**config.mk**
```make
export PLATFORM = sky130hd
export DESIGN_NAME = qfa_queue
export DESIGN_NICKNAME = d
export VERILOG_FILES = /design/src/hdl/qfa_pkg.sv /design/src/hdl/qfa_queue.sv
export SDC_FILE = /design/constraint.sdc
export NUM_CORES = 1
export LEC_CHECK = 0
export BUFFER_PORTS_ARGS = -buffer_cell sky130_fd_sc_hd__buf_2
export CORE_MARGIN = 5
export CORE_UTILIZATION = 30
export CTS_CLUSTER_SIZE = 25
export DETAILED_ROUTE_END_ITERATION = 10
export PLACE_DENSITY = 0.5
export SETUP_SLACK_MARGIN = 0.02
export SKIP_LAST_GASP = 1
export SYNTH_ARGS = -nofsm -noshare
export SYNTH_HDL_FRONTEND = slang
export SYNTH_SLANG_ARGS = --single-unit
```
**constraint.sdc**
```tcl
create_clock -name i_clk -period 5.2 [get_ports i_clk]
set_input_delay 1.04 -clock i_clk [delete_from_list [all_inputs] [get_ports i_clk]]
set_output_delay 1.04 -clock i_clk [all_outputs]
set_load 0.02 [all_outputs]
```
**src/hdl/qfa_pkg.sv**
```systemverilog
// Shared types, opcodes, status codes and saturation helper for the Q24.8 ALU.
// No dependencies; all files but the macro header refer to it by scoped names.
`default_nettype none

package qfa_pkg;

    localparam logic [31:0] SAT_POS = 32'h7FFF_FFFF;
    localparam logic [31:0] SAT_NEG = 32'h8000_0000;

    typedef enum logic [3:0] {
        FN_ADD, FN_SUB, FN_MUL, FN_DIV,
        FN_GT, FN_LT, FN_GE, FN_LE,
        FN_EQ, FN_NE, FN_MIN, FN_MAX,
        FN_INC, FN_DEC, FN_TO_INT, FN_FROM_INT
    } t_func;

    typedef enum logic [1:0] {
        ST_OK   = 2'd0,
        ST_OVF  = 2'd1,
        ST_DIVZ = 2'd2
    } t_status;

    // How the back end finishes a request
    typedef enum logic [1:0] {
        KIND_PASS,
        KIND_MUL,
        KIND_DIV
    } t_kind;

    typedef struct packed {
        logic [3:0]         func;
        logic signed [31:0] operand_a;
        logic signed [31:0] operand_b;
    } t_req;

    typedef struct packed {
        logic signed [31:0] result;
        logic               compare_true;
        logic [1:0]         status;
    } t_rsp;

    // Classified request: x holds |a| for mul/div, else the finished result
    typedef struct packed {
        t_kind       kind;
        logic        neg;
        logic [31:0] x;
        logic [31:0] mb;
        logic        cmp;
        logic [1:0]  status;
    } t_job;

    typedef struct packed {
        logic [31:0] value;
        logic        ovf;
    } t_sat;

    // Signed magnitude to 32-bit two's complement, saturating
    function automatic t_sat sat_pack(input logic neg, input logic [63:0] mag);
        t_sat r;
        if (neg) begin
            if (mag > 64'h0000_0000_8000_0000) begin
                r.value = SAT_NEG;
                r.ovf   = 1'b1;
            end else begin
                r.value = 32'd0 - mag[31:0];
                r.ovf   = 1'b0;
            end
        end else begin
            if (mag > 64'h0000_0000_7FFF_FFFF) begin
                r.value = SAT_POS;
                r.ovf   = 1'b1;
            end else begin
                r.value = mag[31:0];
                r.ovf   = 1'b0;
            end
        end
        return r;
    endfunction

endpackage

`default_nettype wire

```
**src/hdl/qfa_queue.sv**
```systemverilog
// Two-entry request queue between the front end and the back end.
// Depends on qfa_pkg for the queued request type.
`default_nettype none

module qfa_queue (
    input  logic          i_clk,
    input  logic          i_rst_n,
    input  logic          i_push,
    input  qfa_pkg::t_job i_job,
    input  logic          i_pop,
    output logic          o_full,
    output logic          o_valid,
    output qfa_pkg::t_job o_job
);

    localparam int unsigned DEPTH = 2;

    qfa_pkg::t_job                r_mem [DEPTH];
    logic                         r_wr_ptr;
    logic                         r_rd_ptr;
    logic [$clog2(DEPTH+1)-1:0]   r_count;
    logic [$clog2(DEPTH+1)-1:0]   n_count;
    logic                         do_push;
    logic                         do_pop;

    assign o_full  = (r_count == ($clog2(DEPTH+1))'(DEPTH));
    assign o_valid = (r_count != '0);
    assign o_job   = r_mem[r_rd_ptr];
    assign do_push = i_push && !o_full;
    assign do_pop  = i_pop && o_valid;

    // Track occupancy
    always_comb begin
        n_count = r_count;
        if (do_push && !do_pop) begin
            n_count = r_count + 1'b1;
        end else if (do_pop && !do_push) begin
            n_count = r_count - 1'b1;
        end
    end

    // Advance pointers
    always_ff @(posedge i_clk) begin
        if (!i_rst_n) begin
            r_wr_ptr <= 1'b0;
            r_rd_ptr <= 1'b0;
            r_count  <= '0;
        end else begin
            r_count <= n_count;
            if (do_push) begin
                r_wr_ptr <= ~r_wr_ptr;
            end
            if (do_pop) begin
                r_rd_ptr <= ~r_rd_ptr;
            end
        end
    end

    // Store the request
    always_ff @(posedge i_clk) begin
        if (do_push) begin
            r_mem[r_wr_ptr] <= i_job;
        end
    end

endmodule

`default_nettype wire

```
==> summary.md <==
| Metric | Value |
|---|---|
| Sink Count | 145 |
| Startpoint types | register |
| Number of antenna-violating nets in the routed design | 0 |
| Pre-antenna DRT Iters | 4 |
| Clk_lat worst skew | 0.41 ns |
| Critical Path, Cell by Cell | mux2_2, buf_2 |
| CP delay by family, top | flip-flops |
| Synthesis-to-layout area growth | 29.04% |
| Switch share | 28.79% |
| Root Driver | clkbuf_16 |
| I/O pin count | 146 |
| Largest area contributor in the netlist | edfxtp_1 |
| Post-DP HPWL | 6.368 mm |
| Comb power frac | 24.0% |
| Net Count, Synth | around 320 |
| Top cell type's share of synthesized area | 79.79% |
| Power share of the clock group | between 30% and 40% |
| Leak Pwr | 2.507 nW |
| Number of flops mapped to enable cells by yosys | 140 |
| Largest net degree at the start of global routing | slightly above 70 |
| H-tree depth | 4 |
| Yosys warns | 0 |
| Final WL | 10.05 mm |
| Setup-failing EPs final | 0 |
| CTS tree | done |
| Internal | 0.002527 W |
| Initial Utilization | 30.57% |
| Cell row count | 48 |
| Final Max Tran Viols | 0 |
| Final Hold Vio Count | 0 |
| Vias in the first global route | 3,005 |
| Die width | between 100 and 150 um |
| Cell area power density | 521.9 nW/um2 |
| Number of CTS-inserted buffers | 17 |
| Post-synthesis cell count | 243 |
| Initial drt markers | 138 |
| Max IR drop VDD | 0.0003042 V |
| Total global-route track usage | 10.00% |
| Synth Register Bits | about 150 |
| Core area | 17,240 um2 |
| Synth Flop Type | edfxtp_1 |
| Clock Pin Slew Worst Setup and Hold Paths | 0.06 ns |
| Total of max-cap violations | 0 |
| WP buf/inv | 1 |
| Die Y | 142.5 um |
| Fraction of registers with async set or reset after synthesis | 0% |
| Cell area after synthesis | 5269 um2 |
| Vias per Instance | 4.264 |
| Post-CTS Repair Setup Buffers | 0 |
| Crit path required time | approximately 4.2 ns |
| Crit path DAT | 2.02 ns |
| Slew headroom | 31.56% |
| Grt total ovfl | 0 |
| First-pass GRT wire length | 15.49 mm |
| Final instance area | 6799 um2 |
| Buffers added on ports | 145 |
| Die Area | 20,310 um2 |
| Clock skew | 0.005587 ns |
| Crit. End Element | output port |
| Count of nets after finishing | 476 |
| Post-CTS sizing | 0 |
| Hold buffers post-CTS | 0 |
| Critical-path top delay cell | dfxtp_4 |
| Top cells by count, synth | edfxtp_1 (140), mux2_2 (70), buf_2 (8), dfxtp_1 (5), and2_1 (3) |
| Avg Cell Area, Syn | 21.68 um2 |
| RSZ-0062 raised after global routing | no |
| Dpl cell area | 6266 um2 |
| DR vias | 2,716 |
| Tmin final | ~3.1 ns |
| Gpl congestion | 0.6526 |
| Worst Max-Slew Pin Slew | roughly 1.0 ns |
| CP max FO | 70 |
| Antenna diodes | 0 |
| NetSw | around 0.001 W |
| CP Class | reg -> out |
| Initial antenna violation count | 0 |
| Status | complete, no violations |
| Register area share after synthesis | 81.69% |
| DRC violations left | 0 |
| Worst-case clock buffer depth | 2 |
| Period utilization | 58.90% |
| Cell with the most instances after synthesis | edfxtp_1 |
| CP peak stage delay | around 0.97 ns |
| Area contributors post-synth | edfxtp_1 (80%), mux2_2 (15%), dfxtp_1 (1.9%), buf_2 (0.76%), and2_1 (0.36%) |
| Synth unique cells | 21 |
| HP Class | reg -> reg |
| Share of layout cells above drive strength 1 | 59.22% |
| Max Freq | 0.3265 GHz |
| Avg WL per Cell | 15.78 um |
| Final setup TNS | 0 ns |
| Sequential Power Share | roughly 45% |
flip-flops by register name, summed over array words and instances (netlist names), named ones only:
register / count
r_mem: 140
r_rd_ptr: 1
r_count: 2
r_wr_ptr: 1
per-stage QoR:
step	setup WS, ns	cells	util, %	total power, W	hold WS [ns]
floorplan	0.8574	243	-	0.002184	0.4785
global placement	2.489	607	36.35	0.002479	0.4978
detailed placement	2.484	607	36.35	0.002489	0.5149
CTS	2.032	637	39.45	0.003619	0.5235
global route	1.979	637	39.45	0.003733	0.5529
finish	2.137	637	39.45	0.003549	0.5214
placed cells by master, fill, tap and decap left out, drive strengths merged:
cell type and count:
o21ai 2, nor2 1, edfxtp 140, clkinv 6
nand2b 1, o21a 1, inv 2, and3 1
clkinvlp 1, mux2 70, nor3 1, or2 1
buf 147, and2 3, bufinv 2, ha 1
xnor2 2, clkbuf 21, xor2 1, dfxtp 5
a21boi 2, or3 1
worst min-delay path, stage by stage (launching register included):
cell and delay [ns]:
dfxtp_1 0.33, o21ai_0 0.08, a21boi_1 0.06
power groups by stage:
stage / registers [W] / logic, W / clock network [W]
final: 0.00158 / 0.000850 / 0.00111
after global routing: 0.00161 / 0.000918 / 0.00121
after CTS: 0.00159 / 0.000874 / 0.00115
after detailed placement: 0.00162 / 0.000871 / 0
after global placement: 0.00161 / 0.000868 / 0
after floorplan: 0.00153 / 0.000652 / 0
path summary, 6_finish.rpt:
| check | slack, ns | from | cells past startpoint | end |
|---|---|---|---|---|
| worst max-delay path | 2.14 | register | 2 | o_job[62] |
| worst min-delay path | 0.52 | r_count[1] | 2 | r_count[1] |
| worst max register to register | 3.28 | r_count[0] | 2 | r_mem[1][3] |
| worst min register to register | 0.52 | r_count[1] | 2 | r_count[1] |
cells by family after synthesis:
| logic type | after synthesis | synth area share [%] |
|---|---|---|
| simple gates | 9 | 1.093 |
| mux | 70 | 14.96 |
| compound gates | 5 | 0.6174 |
| buf+inv | 10 | 0.9023 |
| flops | 145 | 81.69 |
| xor+xnor | 3 | 0.4988 |
| fa+ha+maj | 1 | 0.2374 |
metal layers:
metal	vias to the layer above	track usage [%]	wire, um
li1	1273	-	-
met1	1343	12.17	4316
met2	90	15.92	4887
met3	10	4.200	722
met4	0	3.752	126
met5	-	0	0
layout make-up:
cell class	instances	area, um2
multi-input cells	88	928.4
well taps	225	281.5
clock buffers	21	440.4
clock inverters	9	92.59
flip-flops and latches	145	4308
repair buffers	147	740.7
inverters	2	7.507
fillers	1612	10440
No activity file was read; power rests on OpenSTA's default activity.
