**src/hdl/qfa_pkg.sv**
```systemverilog
// Shared types, opcodes, status codes and saturation helper for the Q24.8 ALU.
// No dependencies; all files but the macro header refer to it by scoped names.
`default_nettype none

package qfa_pkg;

    localparam logic [31:0] SAT_POS = 32'h7FFF_FFFF;
    localparam logic [31:0] SAT_NEG = 32'h8000_0000;

    typedef enum logic [3:0] {
        FN_ADD, FN_SUB, FN_MUL, FN_DIV,
        FN_GT, FN_LT, FN_GE, FN_LE,
        FN_EQ, FN_NE, FN_MIN, FN_MAX,
        FN_INC, FN_DEC, FN_TO_INT, FN_FROM_INT
    } t_func;

    typedef enum logic [1:0] {
        ST_OK   = 2'd0,
        ST_OVF  = 2'd1,
        ST_DIVZ = 2'd2
    } t_status;

    // How the back end finishes a request
    typedef enum logic [1:0] {
        KIND_PASS,
        KIND_MUL,
        KIND_DIV
    } t_kind;

    typedef struct packed {
        logic [3:0]         func;
        logic signed [31:0] operand_a;
        logic signed [31:0] operand_b;
    } t_req;

    typedef struct packed {
        logic signed [31:0] result;
        logic               compare_true;
        logic [1:0]         status;
    } t_rsp;

    // Classified request: x holds |a| for mul/div, else the finished result
    typedef struct packed {
        t_kind       kind;
        logic        neg;
        logic [31:0] x;
        logic [31:0] mb;
        logic        cmp;
        logic [1:0]  status;
    } t_job;

    typedef struct packed {
        logic [31:0] value;
        logic        ovf;
    } t_sat;

    // Signed magnitude to 32-bit two's complement, saturating
    function automatic t_sat sat_pack(input logic neg, input logic [63:0] mag);
        t_sat r;
        if (neg) begin
            if (mag > 64'h0000_0000_8000_0000) begin
                r.value = SAT_NEG;
                r.ovf   = 1'b1;
            end else begin
                r.value = 32'd0 - mag[31:0];
                r.ovf   = 1'b0;
            end
        end else begin
            if (mag > 64'h0000_0000_7FFF_FFFF) begin
                r.value = SAT_POS;
                r.ovf   = 1'b1;
            end else begin
                r.value = mag[31:0];
                r.ovf   = 1'b0;
            end
        end
        return r;
    endfunction

endpackage

`default_nettype wire

```
**src/hdl/qfa_front.sv**
```systemverilog
// Front end: decodes a request, finishes the simple operations and
// tags multiply and divide for the back end. Depends on qfa_pkg.
`default_nettype none

module qfa_front #(
    parameter int unsigned FRAC_BITS = 8
) (
    input  qfa_pkg::t_req i_req,
    output qfa_pkg::t_job o_job
);

    logic signed [31:0] a;
    logic signed [31:0] b;
    logic [31:0]        ua;
    logic [31:0]        ub;
    logic               na;
    logic               nb;
    logic [31:0]        ma;
    logic [31:0]        mb;
    logic [31:0]        ti_mag;
    logic [63:0]        fi_mag;
    qfa_pkg::t_sat      fi_sat;

    // Split operands into sign and magnitude
    always_comb begin
        a      = i_req.operand_a;
        b      = i_req.operand_b;
        ua     = i_req.operand_a;
        ub     = i_req.operand_b;
        na     = ua[31];
        nb     = ub[31];
        ma     = na ? (32'd0 - ua) : ua;
        mb     = nb ? (32'd0 - ub) : ub;
        ti_mag = ma >> FRAC_BITS;
        fi_mag = {32'd0, ma} << FRAC_BITS;
        fi_sat = qfa_pkg::sat_pack(na, fi_mag);
    end

    // Classify and finish the simple operations
    always_comb begin
        o_job.kind   = qfa_pkg::KIND_PASS;
        o_job.neg    = na ^ nb;
        o_job.x      = 32'd0;
        o_job.mb     = mb;
        o_job.cmp    = 1'b0;
        o_job.status = qfa_pkg::ST_OK;
        unique case (qfa_pkg::t_func'(i_req.func))
            qfa_pkg::FN_ADD: o_job.x = ua + ub;
            qfa_pkg::FN_SUB: o_job.x = ua - ub;
            qfa_pkg::FN_MUL: begin
                o_job.kind = qfa_pkg::KIND_MUL;
                o_job.x    = ma;
            end
            qfa_pkg::FN_DIV: begin
                if (mb == 32'd0) begin
                    o_job.x      = na ? qfa_pkg::SAT_NEG : qfa_pkg::SAT_POS;
                    o_job.status = qfa_pkg::ST_DIVZ;
                end else begin
                    o_job.kind = qfa_pkg::KIND_DIV;
                    o_job.x    = ma;
                end
            end
            qfa_pkg::FN_GT:       o_job.cmp = (a > b);
            qfa_pkg::FN_LT:       o_job.cmp = (a < b);
            qfa_pkg::FN_GE:       o_job.cmp = (a >= b);
            qfa_pkg::FN_LE:       o_job.cmp = (a <= b);
            qfa_pkg::FN_EQ:       o_job.cmp = (a == b);
            qfa_pkg::FN_NE:       o_job.cmp = (a != b);
            qfa_pkg::FN_MIN:      o_job.x = (a <= b) ? ua : ub;
            qfa_pkg::FN_MAX:      o_job.x = (a >= b) ? ua : ub;
            qfa_pkg::FN_INC:      o_job.x = ua + 32'd1;
            qfa_pkg::FN_DEC:      o_job.x = ua - 32'd1;
            qfa_pkg::FN_TO_INT:   o_job.x = na ? (32'd0 - ti_mag) : ti_mag;
            qfa_pkg::FN_FROM_INT: begin
                o_job.x      = fi_sat.value;
                o_job.status = fi_sat.ovf ? qfa_pkg::ST_OVF : qfa_pkg::ST_OK;
            end
        endcase
    end

endmodule

`default_nettype wire

```
**config.mk**
```make
export PLATFORM = sky130hd
export DESIGN_NAME = qfa_front
export DESIGN_NICKNAME = d
export VERILOG_FILES = /design/src/hdl/qfa_pkg.sv /design/src/hdl/qfa_front.sv
export SDC_FILE = /design/constraint.sdc
export NUM_CORES = 1
export LEC_CHECK = 0
export BUFFER_PORTS_ARGS = -buffer_cell sky130_fd_sc_hd__clkbuf_2
export CAP_MARGIN = 20
export CORE_MARGIN = 1
export CORE_UTILIZATION = 28
export DETAILED_ROUTE_END_ITERATION = 8
export PLACE_DENSITY = 0.54
export SLEW_MARGIN = 40
export SYNTH_ARGS = -nofsm -noshare
export SYNTH_HDL_FRONTEND = slang
export SYNTH_SLANG_ARGS = --single-unit
```
**constraint.sdc**
```tcl
create_clock -name vclk -period 6.08
set_clock_uncertainty 0.2 [all_clocks]
set_input_delay 0.304 -clock vclk [all_inputs]
set_output_delay 0.304 -clock vclk [all_outputs]
set_load 0.02 [all_outputs]
```
==> run metrics <==
drt total wl 45.89 mm; final weighted congestion of routability-driven global placement 1.002; CLK BUF 0; height of the die 184.4 um; CP max FO 8; largest net degree at the start of global routing 40; Post-Synthesis Cells ~1500; Final Worst Setup Slack a little under 0.6 ns; worst slew pin tran 0.8561 ns; Startpoint Class input port; antenna viol nets, final 0; Die ar. around 34000 sq um; crit share post-route about nine tenths; routed vias roughly 12000; dpl ws 0.6094 ns; sequential share of power 0%; largest family of logic cells by synthesized area compound AO/OA/AOI/OAI gates; Max VDD drop 0.00004161 V; Antenna diodes 0; simple-gate share of the synthesized area 29.54%; Seq/Total Area, Yosys 0%; fin. max-slew vios 0; total grt overflow 0; first-pass GRT wire length a little under 70 mm; Initial Util 28.57%; Clk pwr share 0%; compound-cell area share of the yosys netlist 36.23%; Synth Area in Adders between 10 and 15%; TNS Setup 0 ns; average size of a mapped cell 6.426 sq um; status completed; Setup CP Type in2out; worst path required time 5.58 ns; Synth Net Count roughly 1600; Nets roughly 1700; switching fraction of total power 64.95%; Max Clk Rate 181.7 MHz; max_cap viols 0; initial antenna violation count 1; number of DRC markers in iteration 0 1471; largest cells by area after synthesis xnor2_1 12%, ha_1 9.7%, a21oi_1 6.6%; total power around 0.0011 W; number of vias per cell about 6; Core Rows 66; RSZ-0062 raised after global routing false; number of sequential cells 0; pwr dens 105.5 nW/um^2; number of global-route vias before repair around 11000; Net Switching 0.0007249 W; minimum clock period 5.503 ns; area grow syn2layout 13.52%; hold slack 0.7672 ns; max_slew headroom 42.18%; Hold Buf Count CTS 0; Die Width roughly 180 um; internal power 0.0003912 W; Post-Syn Area a little over 9000 sq um; CP Data Arrival Time 5.00 ns; # port buffers 138; Fin. Hold Viols 0; count of final setup violators 0; Hold Crit Class in2out; Avg WL per Cell 23.16 um; crit path capture type output port; XOR/XNOR Fraction of Synth Area between 10% and 20%; Yosys top cell area share 11.84%; drt first pass iters 8; post_cts resized 0; share of post-route cells with drive strength above 1 14.68%; core region area 32620 sq um; fin util 32.43%; Overall Global Routing Usage 26.20%; Reg area 0 sq um; io pins between 100 and 150; dpl hpwl 38.13 mm; synth unique cells 89; Lkg Pwr 4.188 nW; Synth Warn # 0; Residual DRC 0; post-CTS setup buffer count 0; mux share of post-synthesis cell area 0.7654%; Logic pwr share 100.0%; Synth area leader xnor2_1
[final cells by class]
type                       instances  area [sq um]
tap                              442         553.0
multi-input combinational       1282          8682
inverter                          65         244.0
timing repair buffer             192          1099
fill                            3683         22040
[metal layers]
metal,wire (um),global-route usage [%],share of wire [%]
met4,1840,8.933,4.0
met3,4145,3.359,9.0
met1,20370,37.00,44
met2,19520,40.45,43
met5,13,0,0.028
[stage by stage]
| stage | instance area, sq um | instances |
|---|---|---|
| 3_3_place_gp | 10560 | 1981 |
| 3_5_place_dp | 10570 | 1981 |
| 6_report | 10580 | 1981 |
| 5_1_grt | 10580 | 1981 |
| 4_1_cts | 10570 | 1981 |
| 2_1_floorplan | 9318 | 1450 |
[power groups by stage]
stage / Clock [W] / Combinational [W] / Sequential, W
6_report: 0 / 0.00112 / 0
5_1_grt: 0 / 0.00120 / 0
4_1_cts: 0 / 0.00109 / 0
3_5_place_dp: 0 / 0.00109 / 0
3_3_place_gp: 0 / 0.00109 / 0
2_1_floorplan: 0 / 0.000738 / 0
[final timing paths]
check / from / to / slack [ns] / cells after the start
setup / recovery: i_req[5] / o_job[63] / 0.58 / 18
hold / removal: i_req[0] / o_job[3] / 0.77 / 2
[worst max-delay path, stage by stage]
cell and delay (ns):
clkbuf_2 0.16, or4_1 0.63, nor2_1 0.29, xnor2_1 0.16
a21oi_1 0.11, ha_1 0.42, a21o_1 0.20, a2111oi_0 0.35
nor3_1 0.15, nor3_1 0.39, o32ai_1 0.22, o41ai_1 0.27
buf_4 0.18, nor2b_1 0.05, or4b_2 0.60, a31oi_1 0.20
a2111o_1 0.13, clkbuf_2 0.17
[cells by family after synthesis]
group | count (synthesis)
adders and majority gates | 74
and+or+nand+nor | 538
AOI/OAI and AO/OA | 490
xor gates and xnor gates | 173
buffers and inverters | 168
muxes | 7
[cell usage in the layout (no fill, tap or decap), types with 17 or more instances in the layout]
cell	count
nor2_1	111
nand4_1	38
o22ai_1	17
buf_4	54
or4_1	18
nand2b_1	19
a21oi_1	123
ha_1	72
a21o_1	27
xnor2_1	126
nand3_1	64
nor3_1	54
or3_1	20
clkbuf_2	137
xor2_1	47
nand2_1	127
o21ai_0	76
a211oi_1	21
inv_1	64
a31oi_1	25
[cell usage after synthesis, types with 8 or more instances]
master,n
and2_1,8
or2_2,8
o221ai_1,10
clkbuf_1,89
o2111ai_1,8
or4_1,18
nand3_1,64
o21a_1,9
nor3_1,55
o21ai_0,76
a211o_1,9
nand2b_1,19
o211ai_1,15
nor2b_1,12
or3_1,20
nand2_1,127
a2111oi_0,11
a22oi_1,11
nand4_1,38
a211oi_1,21
o31ai_1,15
a221oi_1,14
xnor2_1,126
a21oi_1,123
nor2_1,112
ha_1,72
a221o_1,12
o21bai_1,9
and3_1,8
o22ai_1,17
inv_1,64
nor4_1,16
o41ai_1,12
a31oi_1,25
xor2_1,47
a21o_1,27
No activity file was read; power rests on OpenSTA's default activity.
